<file path="src/hdl/rfd_pkg.sv">
// Shared types, constants and helpers of the rangefinder frame deframer.
package rfd_pkg;

    localparam logic [7:0] HEADER_BYTE = 8'h5A;
    localparam int         FRAME_LEN   = 22;
    localparam int         WIN_AW      = $clog2(FRAME_LEN);
    localparam int         CNT_W       = $clog2(FRAME_LEN + 1);
    localparam int         FIFO_DEPTH  = 4;
    localparam int         FIFO_AW     = $clog2(FIFO_DEPTH);

    localparam logic KIND_MEAS = 1'b0;
    localparam logic KIND_ECHO = 1'b1;

    // One request from the front queue: the byte and whether it is a header.
    typedef struct packed {
        logic [7:0] data;
        logic       is_header;
    } rx_item_t;

    typedef struct packed {
        logic        result_kind;
        logic [15:0] algorithm_word;
        logic [15:0] raw_distance_a;
        logic [15:0] raw_distance_b;
        logic [15:0] raw_distance_c;
        logic [15:0] distance_a;
        logic [15:0] distance_b;
        logic [15:0] distance_c;
        logic [7:0]  apd_level;
        logic [15:0] supply_word;
        logic [15:0] temperature_raw;
        logic [31:0] echo_word;
    } result_t;

    typedef enum logic [2:0] {
        ST_LOAD,
        ST_SCAN,
        ST_DECIDE,
        ST_DROP,
        ST_SYNC
    } eng_state_t;

    function automatic logic known_id(input logic [7:0] id);
        return id inside {8'h01, 8'h02, 8'h10, 8'h11, [8'h40:8'h47], [8'h4B:8'h4E]};
    endfunction

endpackage

</file>
<file path="src/hdl/rfd_byte_fifo.sv">
// Front part: accepts received bytes, tags headers and queues them for the engine.
module rfd_byte_fifo (
    input  logic              clk,
    input  logic              rst_n,
    input  logic              push,
    output logic              full,
    input  logic [7:0]        rx_byte,
    output logic              item_valid,
    output rfd_pkg::rx_item_t item,
    input  logic              item_pop
);
    import rfd_pkg::*;

    rx_item_t             mem_reg [FIFO_DEPTH];
    logic [FIFO_AW-1:0]   wr_ptr_reg, wr_ptr_next;
    logic [FIFO_AW-1:0]   rd_ptr_reg, rd_ptr_next;
    logic [FIFO_AW:0]     count_reg, count_next;
    logic                 push_ok;
    logic                 pop_ok;
    rx_item_t             item_in;

    assign full       = (count_reg == (FIFO_AW + 1)'(FIFO_DEPTH));
    assign item_valid = (count_reg != '0);
    assign item       = mem_reg[rd_ptr_reg];
    assign push_ok    = push && !full;
    assign pop_ok     = item_pop && item_valid;

    always_comb
    begin
        item_in.data      = rx_byte;
        item_in.is_header = (rx_byte == HEADER_BYTE);
        wr_ptr_next = push_ok ? wr_ptr_reg + 1'b1 : wr_ptr_reg;
        rd_ptr_next = pop_ok ? rd_ptr_reg + 1'b1 : rd_ptr_reg;
        count_next  = count_reg;
        if (push_ok && !pop_ok)
        begin
            count_next = count_reg + 1'b1;
        end
        else if (pop_ok && !push_ok)
        begin
            count_next = count_reg - 1'b1;
        end
    end

    always_ff @(posedge clk or negedge rst_n)
    begin
        if (!rst_n)
        begin
            wr_ptr_reg <= '0;
            rd_ptr_reg <= '0;
            count_reg  <= '0;
        end
        else
        begin
            wr_ptr_reg <= wr_ptr_next;
            rd_ptr_reg <= rd_ptr_next;
            count_reg  <= count_next;
        end
    end

    always_ff @(posedge clk)
    begin
        if (push_ok)
        begin
            mem_reg[wr_ptr_reg] <= item_in;
        end
    end

endmodule

</file>
<file path="src/hdl/rfd_frame_engine.sv">
// Back part: holds the byte window, checks frames, emits results and resyncs.
module rfd_frame_engine (
    input  logic              clk,
    input  logic              rst_n,
    input  logic              rx_valid,
    input  rfd_pkg::rx_item_t rx_item,
    output logic              rx_pop,
    output logic              res_valid,
    input  logic              res_pop,
    output rfd_pkg::result_t  result
);
    import rfd_pkg::*;

    eng_state_t         state_reg, state_next;
    logic [7:0]         win_reg [FRAME_LEN];
    logic [7:0]         win_next [FRAME_LEN];
    logic [CNT_W-1:0]   held_reg, held_next;
    logic [WIN_AW-1:0]  idx_reg, idx_next;
    logic [7:0]         acc_reg, acc_next;
    logic               meas_ok_reg, meas_ok_next;
    logic               echo_ok_reg, echo_ok_next;
    logic [CNT_W-1:0]   drop_reg, drop_next;
    logic               res_valid_reg, res_valid_next;
    result_t            res_reg, res_next;

    logic [7:0]         len;
    logic               len_ok;
    logic [7:0]         rd_byte;
    logic               take_byte;
    logic               slot_free;
    logic               dec_emit;
    logic [CNT_W-1:0]   dec_drop;
    logic               head_ok;
    result_t            meas_res;
    result_t            echo_res;

    assign len       = win_reg[1];
    assign len_ok    = (len >= 8'd2) && (len <= 8'(FRAME_LEN));
    assign rd_byte   = win_reg[idx_reg];
    assign take_byte = rx_valid && ((held_reg != '0) || rx_item.is_header);
    assign slot_free = !res_valid_reg || res_pop;
    assign head_ok   = (held_reg == '0) || (win_reg[0] == HEADER_BYTE);

    assign res_valid = res_valid_reg;
    assign result    = res_reg;

    always_comb
    begin
        meas_res                 = '0;
        meas_res.result_kind     = KIND_MEAS;
        meas_res.algorithm_word  = {win_reg[3],  win_reg[2]};
        meas_res.raw_distance_a  = {win_reg[5],  win_reg[4]};
        meas_res.raw_distance_b  = {win_reg[7],  win_reg[6]};
        meas_res.raw_distance_c  = {win_reg[9],  win_reg[8]};
        meas_res.distance_a      = {win_reg[11], win_reg[10]};
        meas_res.distance_b      = {win_reg[13], win_reg[12]};
        meas_res.distance_c      = {win_reg[15], win_reg[14]};
        meas_res.apd_level       = win_reg[16];
        meas_res.supply_word     = {win_reg[18], win_reg[17]};
        meas_res.temperature_raw = {win_reg[20], win_reg[19]};

        // Payload bytes past the echo length read as zero.
        echo_res             = '0;
        echo_res.result_kind = KIND_ECHO;
        echo_res.echo_word   = {win_reg[2],
                                (len > 8'd3) ? win_reg[3] : 8'h00,
                                (len > 8'd4) ? win_reg[4] : 8'h00,
                                (len > 8'd5) ? win_reg[5] : 8'h00};

        if (meas_ok_reg)
        begin
            dec_emit = 1'b1;
            dec_drop = CNT_W'(FRAME_LEN);
        end
        else if (echo_ok_reg)
        begin
            dec_emit = known_id(win_reg[2]);
            dec_drop = len[CNT_W-1:0];
        end
        else
        begin
            dec_emit = 1'b0;
            dec_drop = CNT_W'(1);
        end
    end

    // Next state
    always_comb
    begin
        state_next = state_reg;
        case (state_reg)
            ST_LOAD:
            begin
                if (take_byte && (held_reg == CNT_W'(FRAME_LEN - 1)))
                begin
                    state_next = ST_SCAN;
                end
            end
            ST_SCAN:
            begin
                if (idx_reg == WIN_AW'(FRAME_LEN - 1))
                begin
                    state_next = ST_DECIDE;
                end
            end
            ST_DECIDE:
            begin
                if (!dec_emit || slot_free)
                begin
                    state_next = ST_DROP;
                end
            end
            ST_DROP:
            begin
                if (drop_reg == CNT_W'(1))
                begin
                    state_next = ST_SYNC;
                end
            end
            ST_SYNC:
            begin
                if (head_ok)
                begin
                    state_next = ST_LOAD;
                end
            end
            default:
            begin
                state_next = ST_LOAD;
            end
        endcase
    end

    // Datapath and outputs
    always_comb
    begin
        win_next       = win_reg;
        held_next      = held_reg;
        idx_next       = idx_reg;
        acc_next       = acc_reg;
        meas_ok_next   = meas_ok_reg;
        echo_ok_next   = echo_ok_reg;
        drop_next      = drop_reg;
        res_next       = res_reg;
        res_valid_next = res_valid_reg && !res_pop;
        rx_pop         = 1'b0;

        case (state_reg)
            ST_LOAD:
            begin
                rx_pop = rx_valid;
                if (take_byte)
                begin
                    win_next[held_reg[WIN_AW-1:0]] = rx_item.data;
                    held_next    = held_reg + 1'b1;
                    idx_next     = '0;
                    acc_next     = '0;
                    meas_ok_next = 1'b0;
                    echo_ok_next = 1'b0;
                end
            end
            ST_SCAN:
            begin
                // acc holds the sum of the bytes before idx: compare, then add.
                if (idx_reg == WIN_AW'(FRAME_LEN - 1))
                begin
                    meas_ok_next = (acc_reg == rd_byte);
                end
                if (len_ok && ({{(8 - WIN_AW){1'b0}}, idx_reg} == len - 8'd1))
                begin
                    echo_ok_next = (acc_reg == rd_byte);
                end
                acc_next = acc_reg + rd_byte;
                idx_next = idx_reg + 1'b1;
            end
            ST_DECIDE:
            begin
                drop_next = dec_drop;
                if (dec_emit && slot_free)
                begin
                    res_valid_next = 1'b1;
                    res_next       = meas_ok_reg ? meas_res : echo_res;
                end
            end
            ST_DROP:
            begin
                for (int i = 0; i < FRAME_LEN - 1; i++)
                begin
                    win_next[i] = win_reg[i + 1];
                end
                held_next = held_reg - 1'b1;
                drop_next = drop_reg - 1'b1;
            end
            ST_SYNC:
            begin
                if (!head_ok)
                begin
                    for (int i = 0; i < FRAME_LEN - 1; i++)
                    begin
                        win_next[i] = win_reg[i + 1];
                    end
                    held_next = held_reg - 1'b1;
                end
            end
            default:
            begin
                rx_pop = 1'b0;
            end
        endcase
    end

    always_ff @(posedge clk or negedge rst_n)
    begin
        if (!rst_n)
        begin
            state_reg     <= ST_LOAD;
            held_reg      <= '0;
            idx_reg       <= '0;
            drop_reg      <= '0;
            meas_ok_reg   <= 1'b0;
            echo_ok_reg   <= 1'b0;
            res_valid_reg <= 1'b0;
        end
        else
        begin
            state_reg     <= state_next;
            held_reg      <= held_next;
            idx_reg       <= idx_next;
            drop_reg      <= drop_next;
            meas_ok_reg   <= meas_ok_next;
            echo_ok_reg   <= echo_ok_next;
            res_valid_reg <= res_valid_next;
        end
    end

    always_ff @(posedge clk)
    begin
        win_reg <= win_next;
        acc_reg <= acc_next;
        res_reg <= res_next;
    end

    a_held_bound: assert property (@(posedge clk) disable iff (!rst_n)
        held_reg <= CNT_W'(FRAME_LEN))
        else $error("window count beyond frame length");

    a_scan_full: assert property (@(posedge clk) disable iff (!rst_n)
        (state_reg == ST_SCAN) |-> (held_reg == CNT_W'(FRAME_LEN)))
        else $error("checksum scan on a window that is not full");

    a_head_aligned: assert property (@(posedge clk) disable iff (!rst_n)
        (state_reg == ST_LOAD && held_reg != '0) |-> (win_reg[0] == HEADER_BYTE))
        else $error("window does not start with a header");

    a_drop_nonzero: assert property (@(posedge clk) disable iff (!rst_n)
        (state_reg == ST_DROP) |-> (drop_reg != '0 && drop_reg <= held_reg))
        else $error("drop count out of range");

endmodule

</file>
<file path="src/hdl/rangefinder_frame_deframer.sv">
// Top level of the rangefinder frame deframer: byte queue in front, frame engine behind.
//
// Received bytes are pushed one per request into a four-deep queue and then
// loaded into a 22-byte window at one byte per cycle while the queue holds
// bytes; bytes are dropped until the window starts with header 0x5A. Once the
// window is full the engine runs a single checksum pass through its one window
// read port, then decides (measurement frame, command echo, unknown echo or
// failure), then shifts the window by one byte per cycle: 22 bytes for a
// measurement, the echo length for an echo, one for a failure, followed by
// every byte ahead of the next header, and then checks for the header (or
// the empty window). The drop and the realignment together never shift out
// more than the 22 held bytes. The decision of a result that is to be emitted
// waits while a previous result is still unpopped.
// The queue keeps taking bytes while the engine is busy, and a finished result
// waits in its own register so that the window work goes on while it is held;
// only the decision of a further result waits for that register to be popped.
module rangefinder_frame_deframer (
    input  logic        clk,
    input  logic        rst_n,
    input  logic        push,
    output logic        full,
    input  logic [7:0]  rx_byte,
    output logic        empty,
    input  logic        pop,
    output logic        result_kind,
    output logic [15:0] algorithm_word,
    output logic [15:0] raw_distance_a,
    output logic [15:0] raw_distance_b,
    output logic [15:0] raw_distance_c,
    output logic [15:0] distance_a,
    output logic [15:0] distance_b,
    output logic [15:0] distance_c,
    output logic [7:0]  apd_level,
    output logic [15:0] supply_word,
    output logic [15:0] temperature_raw,
    output logic [31:0] echo_word
);
    import rfd_pkg::*;

    logic     item_valid;
    rx_item_t item;
    logic     item_pop;
    logic     res_valid;
    result_t  result;

    // Accept and tag each request; hold it until the engine takes it.
    rfd_byte_fifo u_fifo (
        .clk        (clk),
        .rst_n      (rst_n),
        .push       (push),
        .full       (full),
        .rx_byte    (rx_byte),
        .item_valid (item_valid),
        .item       (item),
        .item_pop   (item_pop)
    );

    // Build the window, check it, emit the result and advance to the next header.
    rfd_frame_engine u_engine (
        .clk       (clk),
        .rst_n     (rst_n),
        .rx_valid  (item_valid),
        .rx_item   (item),
        .rx_pop    (item_pop),
        .res_valid (res_valid),
        .res_pop   (pop),
        .result    (result)
    );

    assign empty           = !res_valid;
    assign result_kind     = result.result_kind;
    assign algorithm_word  = result.algorithm_word;
    assign raw_distance_a  = result.raw_distance_a;
    assign raw_distance_b  = result.raw_distance_b;
    assign raw_distance_c  = result.raw_distance_c;
    assign distance_a      = result.distance_a;
    assign distance_b      = result.distance_b;
    assign distance_c      = result.distance_c;
    assign apd_level       = result.apd_level;
    assign supply_word     = result.supply_word;
    assign temperature_raw = result.temperature_raw;
    assign echo_word       = result.echo_word;

endmodule

</file>
<file path="config.mk">
export PLATFORM = sky130hd
export DESIGN_NAME = rangefinder_frame_deframer
export DESIGN_NICKNAME = d
export VERILOG_FILES = /design/src/hdl/rfd_pkg.sv /design/src/hdl/rfd_byte_fifo.sv /design/src/hdl/rfd_frame_engine.sv /design/src/hdl/rangefinder_frame_deframer.sv
export SDC_FILE = /design/constraint.sdc
export NUM_CORES = 1
export LEC_CHECK = 0
export ABC_AREA = 1
export BUFFER_PORTS_ARGS = -buffer_cell sky130_fd_sc_hd__buf_2
export CORE_UTILIZATION = 64
export CTS_CLUSTER_SIZE = 24
export DETAILED_ROUTE_END_ITERATION = 8
export GPL_ROUTABILITY_DRIVEN = 0
export GPL_TIMING_DRIVEN = 1
export PLACE_DENSITY_LB_ADDON = 0.15
export SLEW_MARGIN = 15
export SYNTH_ARGS = -nofsm -noshare
export SYNTH_HDL_FRONTEND = slang
export SYNTH_HIERARCHICAL = 1
export SYNTH_SLANG_ARGS = --single-unit
</file>
<file path="constraint.sdc">
create_clock -name clk -period 15.35 [get_ports clk]
set_input_delay 2.3025 -clock clk [delete_from_list [all_inputs] [get_ports clk]]
set_output_delay 2.3025 -clock clk [all_outputs]
set_load 0.02 [all_outputs]
</file>
### After elaboration in Yosys (flattened, before gate mapping)

Memory sizes are Yosys's and may differ from the RTL's.
Cells that the tools add are included.

| word-level totals | value |
|---|---|
| bits in latches | 0 |
| memories | 1 |
| memory bits (read-only) | 0 |
| memory bits (writable) | 36 |
| flip-flop bits (word level) | 397 |

Memories:

| memory | depth | width | read ports | clocked after Yosys merged registers in | write ports | line | source |
|---|---|---|---|---|---|---|---|
| u_fifo.mem_reg | 4 | 9 | 1 | 0 | 1 | rfd_byte_fifo.sv:14 | `rx_item_t mem_reg [FIFO_DEPTH];` |

| operators by class | value |
|---|---|
| multipliers | 0 |
| magnitude comparators | 12 |
| reductions and logical operators | 42 |
| shift operators | 0 |
| $add $sub $neg | 10 |
| bitwise operators | 5 |
| mux-type cells | 43 |
| equal/unequal tests | 24 |
| divide/modulo/power cells | 0 |

Operators with widths:

| cell | number |
|---|---|
| $pmux 168 s3 | 1 |
| $mux 185 | 1 |
| $bwmux 176 | 1 |
| $mux 176 | 1 |
| $mux 168 | 1 |
| $mux 8 | 7 |
| $bmux 8 s5 | 1 |
| $demux 8 s5 | 1 |
| $mux 5 | 5 |
| $mux 3 | 7 |
| $pmux 5 s2 | 2 |
| $eq 8x5->1 const B | 2 |
| $eq 8x7->1 const B | 2 |
| $ge 8x7->1 const B | 2 |
| $gt 8x3->1 const B | 2 |
| $le 8x7->1 const B | 2 |
| $pmux 8 s2 | 1 |
| $pmux 3 s5 | 1 |
| $pmux 5 s3 | 1 |
| $ne 2x1->1 const B | 7 |
| $logic_and 1x1->1 | 13 |
| $ge 6x6->1 const B | 2 |
| $not 5->6 | 2 |
| $add 5x1->5 const B | 2 |
| 35 further kinds | 69 |

### Logic depth before layout (Yosys ltp)

Gate-level depths: netlist of the first run.

| logic depth | value |
|---|---|
| depth after elaboration | 9 |
| depth in mapped cells | 22 |
| gate-level depth less buffers | 19 |

### Cells and area by module

The synthesis of the first run kept the hierarchy.

Modules (own cells, without submodules):

| module | times used | cells an instance | area an instance (um2) |
|---|---|---|---|
| rfd_frame_engine | 1 | 1806 | 18520.3 |
| rfd_byte_fifo | 1 | 169 | 1900.6 |
| rangefinder_frame_deframer | 1 | 1 | 3.8 |

### Worst setup path before layout of the first run

No wires, ideal clock.

| path | value |
|---|---|
| path kind | input to register |
| start | input pop |
| end | register u_engine.res_reg, in the netlist u_engine/result[0], enable pin |
| setup time | 0.732 ns |
| arrival time | 9.982 ns |
| setup slack | 4.636 ns |
| required time | 14.618 ns |
| buffers on the path | 0 |
| cell stages on the path | 2 |
| path through | nor2_1 > nor2_1 |

| between the ends | value |
|---|---|
| word-level cells in the longest chain between the ends | 3 |

Ends and longest elaborated chain:

| what | line | source |
|---|---|---|
| start: declaration | rangefinder_frame_deframer.sv:24 | `input logic pop,` |
| $logic_or 1x1->1 | rfd_frame_engine.sv:41 | `assign slot_free = !res_valid_reg \|\| res_pop;` |
| $logic_and 1x1->1 | rfd_frame_engine.sv:179 | `if (dec_emit && slot_free)` |
| $reduce_and 2->1 (no source line) | - |  |
| end signal: assignment | rfd_frame_engine.sv:240 | `res_reg <= res_next;` |
| end: declaration | rfd_frame_engine.sv:24 | `result_t res_reg, res_next;` |

No other way between the ends.
A chain may end at the register's enable or synchronous reset.

### Final worst setup path of the first run

| path | value |
|---|---|
| start | register u_engine.idx_reg[0] |
| end | register u_engine.acc_reg[6] (data pin) |

| between the ends | value |
|---|---|
| word-level cells in the longest chain between the ends | 6 |

Ends and longest elaborated chain:

| what | line | source |
|---|---|---|
| start: declaration | rfd_frame_engine.sv:18 | `logic [WIN_AW-1:0] idx_reg, idx_next;` |
| start signal: assignment | rfd_frame_engine.sv:228 | `idx_reg <= idx_next;` |
| $not 5->6 (not written as such) | rfd_frame_engine.sv:39 | `assign rd_byte = win_reg[idx_reg];` |
| $bmux 8 s5 | rfd_frame_engine.sv:39 |  |
| $mux 8 (not written as such) (2 in a row) | rfd_frame_engine.sv:39 |  |
| $add 8x8->8 | rfd_frame_engine.sv:173 | `acc_next = acc_reg + rd_byte;` |
| $pmux 8 s2 | rfd_frame_engine.sv:148 | `case (state_reg)` |
| end signal: assignment | rfd_frame_engine.sv:239 | `acc_reg <= acc_next;` |
| end: declaration | rfd_frame_engine.sv:19 | `logic [7:0] acc_reg, acc_next;` |

No other way between the ends. The select of a mux whose other input is x is not followed.

==> out/qor.yml, run 1 <==
status: "complete, no violations"
clk_latency_ps: 540
arrival_ps: 4540
clockRootBuffer: "clkbuf_16"
critPathRequiredTime_ps: 15740
multi_input_area_mm2: 0.00578
final-max-slew-violation-count: 0
hold_buffers: 0
reg2reg_depth: 20
grt_max_degree: 95
ys_seq_area_frac: 0.630
busiest_layer: "met2"
largest_reg_flops: 185
die_height_um: 181
num_rows: 65
drive_above_1_share: 0.144
max_slew_margin: 0.178
vias: 15500
grtUsageMet2: 0.500
dieArea_mm2: 0.0326
period_minus_slack_ps: 4160
min_path_cells: 2
worstPathCellList: "inv_1 -> buf_4 -> nand2_1 -> o21ai_0 -> nand2_1 -> nand3_1 -> nand3_1 -> nand2_1 -> nand2_1 -> o21ai_0 -> ha_1 -> inv_1 -> fa_1 -> nor2_1 -> o21ai_0 -> nand2_1 -> a21oi_1 -> o21ai_0 -> o21ai_0 -> a21oi_1"
syn_inst: 1976
synth_cell_type_count: 49
h-tree-depth: 2
path_class: "reg -> reg"
io_pins: 199
path_max_fanout: 36
fin_area_mm2: 0.0229
nets: 2161
insertedDiodeCount: 0
syn_nets: 2013
setup_viol: 0
p_total_w: 0.00549
seqCellArea_mm2: 0.0129
overflow: 0
finClkSkew_ps: 11.8
firstDrtPassIters: 9
period_share: 0.271
wl_per_cell_um: 19.7
yosysWarnings: 6
grt_pass1_vias: 14800
irDropWorstVdd_uv: 170
cp.depth: 20
synth_edf_count: 405
cp-start-kind: "flip-flop"
use_met3: 0.0515
tritoncts.num_buffers: 43
start_util: 0.649
cts_setup_buffers: 0
worst-path-buf-inv: 3
nFillCells: 2224
design.core.area_mm2: 0.0315
synth_flop_cell: "edfxtp_1"
hold_viol: 0
cts.clk_slew.worst_paths_ps: 70
dp.final_hpwl_um: 32600
min_path_type: "reg -> reg"
drc: 0
netlist_area_mm2: 0.0204
synth-seq-cells: 433
cts-resized-gates: 0
placed_area_mm2: 0.0216
postSynthAreaPerCell_um2: 10.3
drtIter0Drc: 2327
grt_util_all_layers: 0.310
grt_antenna_before_repair: 0
stdcell_count: 2558
syn_to_final_growth_pct: 12.1
cts.sinks: 433
die_w_um: 181
p_per_area_mw_per_mm2: 240
numPortBuffers: 198
dp_cells: 2481
cp-end-kind: "flip-flop"
cp_slowest_stage_delay_ps: 720
fmax_ghz: 0.241
viasPerCell: 6.08
clockBufferDepth: 3
grt_pass1_wl_um: 79500
wl_um: 50500
cp_top_family: "buffers and inverters"
async_reset_ff_frac: 0.0647
use_met1: 0.423
grt_setup_unrepaired: "false"
worstMarginPinSlew_ps: 1230
slowest_stage: "inv_1"
tns_ps: 0
maxCapViolCount: 0
cts_tree: "done"
ant_nets: 0
leakagePower_nw: 9.85
cell usage after synthesis, types with 4 or more instances:
library cell,count,share of area
clkbuf_1,58,0.011
nor3_1,12,0.0029
o21a_1,5,0.0018
buf_6,6,0.0033
buf_2,32,0.0078
o21ai_1,12,0.0029
ha_1,22,0.013
buf_1,17,0.0031
xnor2_1,5,0.0021
nand3_1,156,0.038
o22ai_1,4,0.0012
a32o_1,75,0.037
o21ai_0,193,0.047
nand2_1,306,0.056
edfxtp_1,405,0.60
nor2_1,134,0.025
xor2_1,6,0.0026
nand4_1,8,0.0025
nor2_2,11,0.0034
inv_1,322,0.059
o211ai_1,25,0.0092
dfrtp_1,28,0.034
a21oi_1,90,0.022
inv_2,8,0.0015
final timing paths:
kind / slack [ps] / from / to
max: 11190 / u_engine/idx_reg[0] / u_engine/acc_reg[6]
min: 510 / u_fifo/count_reg[2] / u_fifo/count_reg[2]
max reg2reg: 11190 / u_engine/idx_reg[0] / u_engine/acc_reg[6]
min reg2reg: 510 / u_fifo/count_reg[2] / u_fifo/count_reg[2]
max in group asynchronous: 13040 / rst_n / u_engine/meas_ok_reg
min in group asynchronous: 1800 / rst_n / u_fifo/wr_ptr_reg[0]
per-stage QoR:
| stage | hold slack (ps) | setup slack (ps) | util |
|---|---|---|---|
| floorplan | 463 | 4640 | - |
| global placement | 477 | 11030 | 0.685 |
| global route | 559 | 10870 | 0.728 |
| detailed placement | 498 | 10960 | 0.685 |
| CTS | 516 | 11290 | 0.728 |
| finish | 508 | 11190 | 0.728 |
report_power, final:
part           switching, W  total (W)  internal (W)
logic               0.00167    0.00227      0.000591
clock network      0.000431    0.00101      0.000584
registers          0.000315    0.00221       0.00190
total               0.00242    0.00549       0.00307
routing by layer:
| layer | share of wire | wire length, um |
|---|---|---|
| met1 | 0.38 | 19300 |
| met2 | 0.47 | 23900 |
| met3 | 0.11 | 5530 |
| met4 | 0.036 | 1810 |
| met5 | 0 | 0 |
worst register-to-register path: stages, from the launching register on:
cell and delay (ps):
dfrtp_2 640, inv_1 730, buf_4 450, nand2_1 90
o21ai_0 80, nand2_1 70, nand3_1 100, nand3_1 80
nand2_1 80, nand2_1 70, o21ai_0 100, ha_1 200
inv_1 60, fa_1 380, nor2_1 150, o21ai_0 120
nand2_1 120, a21oi_1 60, o21ai_0 190, o21ai_0 100
a21oi_1 130
cell type report:
class / instances / share of cell area
clock buffers: 53 / 0.0505
repair buffers: 218 / 0.0498
flip-flops and latches: 433 / 0.562
inverters: 334 / 0.0549
well taps: 402 / 0.0220
multi-input cells: 1094 / 0.253
clock inverters: 24 / 0.00831
layout by cell type, fill, tap and decap left out, types with 11 or more instances in the layout:
cell / synthesis / final
edfxtp_1: 405 / 405
inv_1: 322 / 322
nand2_1: 306 / 305
buf_2: 32 / 198
o21ai_0: 193 / 193
nand3_1: 156 / 156
nor2_1: 134 / 133
a21oi_1: 90 / 90
a32o_1: 75 / 75
clkbuf_16: 0 / 45
dfrtp_1: 28 / 26
o211ai_1: 25 / 25
ha_1: 22 / 22
buf_4: 1 / 20
clkinv_1: 3 / 13
nor3_1: 12 / 12
o21ai_1: 12 / 12
nor2_2: 11 / 11
cells by family after synthesis:
kind of cell    after synthesis  share of synthesized area
compound gates              421                      0.128
xor+xnor                     11                    0.00472
fa+ha+maj                    25                     0.0164
buf+inv                     449                     0.0875
flops                       433                      0.630
simple gates                637                      0.133
(Power assumes the default switching activity.)
==> run 2: changes to the inputs <==
CORE_UTILIZATION = 60   (was 64)
clock period = 4 ns   (was 15.35 ns; I/O delays follow)
==> run 2 against run 1 <==
Compared with the run above:
- combinational power grew to 4.0 times the previous value
- first-iteration DRC count fell by 3.1%
- largest power group unchanged
- final cell count is 2.5% higher
==> out/qor.yml, run 2 (same netlist as run 1, synthesis figures left out) <==
status: "complete, no violations"
cp-end-kind: "flip-flop"
clockBufferDepth: 3
path_class: "reg -> reg"
grt_setup_unrepaired: "false"
seqCellArea_mm2: 0.0129
die_height_um: 187
final_cell_mix: "edfxtp_1, inv_1, nand2_1"
wl_per_cell_um: 19.9
arrival_ps: 3810
grt_max_degree: 126
min_path_type: "in -> async"
nets: 2178
grt_pass1_vias: 14700
nFillCells: 2537
die_w_um: 187
insertedDiodeCount: 0
met1_length_um: 20500
cts_setup_buffers: 0
tritoncts.num_buffers: 44
stdcell_count: 2623
cts-resized-gates: 0
drtIter0Drc: 2255
grt_util_all_layers: 0.299
design.core.area_mm2: 0.0335
drive_above_1_share: 0.154
top_layer_used: "met4"
cts.sinks: 433
numPortBuffers: 198
critPathRequiredTime_ps: 4410
setup_viol: 0
clockRootBuffer: "clkbuf_16"
drc: 0
period_share: 0.850
h-tree-depth: 2
viasPerCell: 5.90
max_slew_margin: 0.350
wl_um: 52100
clk_latency_ps: 570
period_minus_slack_ps: 3400
layout_commonest_cell: "edfxtp_1"
syn_to_final_growth_pct: 13.8
num_rows: 67
io_pins: 199
grt_pass1_wl_um: 81000
dieArea_mm2: 0.0348
vias: 15500
dp_cells: 2543
p_total_w: 0.0217
worstMarginPinSlew_ps: 975
irDropWorstVdd_uv: 648
maxCapViolCount: 0
r2r_slack_ps: 600
dp.final_hpwl_um: 34300
p_per_area_mw_per_mm2: 932
finClkSkew_ps: 16.7
path_max_fanout: 27
multi_input_area_mm2: 0.00579
largest_reg_flops: 185
overflow: 0
cp-start-kind: "flip-flop"
hold_viol: 0
hold_buffers: 0
routed-wl-met2_um: 24300
leakagePower_nw: 9.99
start_util: 0.609
grt_antenna_before_repair: 0
wl_met3_um: 5340
cts_tree: "done"
fmax_ghz: 0.294
ant_nets: 0
final-max-slew-violation-count: 0
firstDrtPassIters: 6
cts.clk_slew.worst_paths_ps: 60
run 2: worst max-delay path, cell delays in order (launching register included):
cell and delay, ps:
dfrtp_1 380, inv_2 380, nand2_1 360, a21oi_1 210, o21a_1 140, a21oi_1 40
o21ai_0 180, ha_1 190, inv_1 50, fa_1 390, nor2_1 150, o21ai_0 90
nand2_1 110, a21oi_1 70, o21ai_0 230, o21ai_0 130, a21oi_1 120
run 2: layout make-up:
| cell class | instances | area share |
|---|---|---|
| Sequential cell | 433 | 0.554 |
| Timing Repair Buffer | 234 | 0.0564 |
| Tap cell | 448 | 0.0241 |
| Multi-Input combinational cell | 1094 | 0.249 |
| Clock inverter | 29 | 0.0130 |
| Inverter | 334 | 0.0541 |
| Clock buffer | 51 | 0.0494 |
run 2: worst paths after layout:
kind,start,end,depth (start not counted)
worst max register to register,u_engine/idx_reg[1],u_engine/acc_reg[6],16
worst min register to register,u_fifo/rd_ptr_reg[0],u_fifo/rd_ptr_reg[0],2
worst min-delay path,rst_n,u_engine/held_reg[4],1
min in group clk,pop,u_engine/res_valid,2
worst max-delay path,u_engine/idx_reg[1],u_engine/acc_reg[6],16
max in group asynchronous,rst_n,u_engine/meas_ok_reg,1
run 2: per-stage QoR:
stage / utilization / setup TNS, ps / hold WS (ps) / worst slack [ps] / area [um^2]
4_1_cts: 0.693 / 0 / 100 / 682 / 23200
6_report: 0.693 / 0 / 99.6 / 601 / 23200
3_3_place_gp: 0.650 / 0 / 479 / 893 / 21800
5_1_grt: 0.693 / 0 / 134 / 313 / 23200
3_5_place_dp: 0.650 / 0 / 506 / 746 / 21800
2_1_floorplan: - / -23660 / 304 / -128 / 20400
run 2: power by group:
part	switching, W	internal, W	total [W]
Clock	0.00170	0.00245	0.00415
Combinational	0.00671	0.00241	0.00912
Sequential	0.00111	0.00728	0.00839
Total	0.00952	0.0121	0.0217
run 2: layer usage:
metal  global-route usage  vias up
li1                     -     7119
met1                0.415     7264
met2                0.477      947
met3               0.0485      158
met4                0.118        0
met5                    0        -
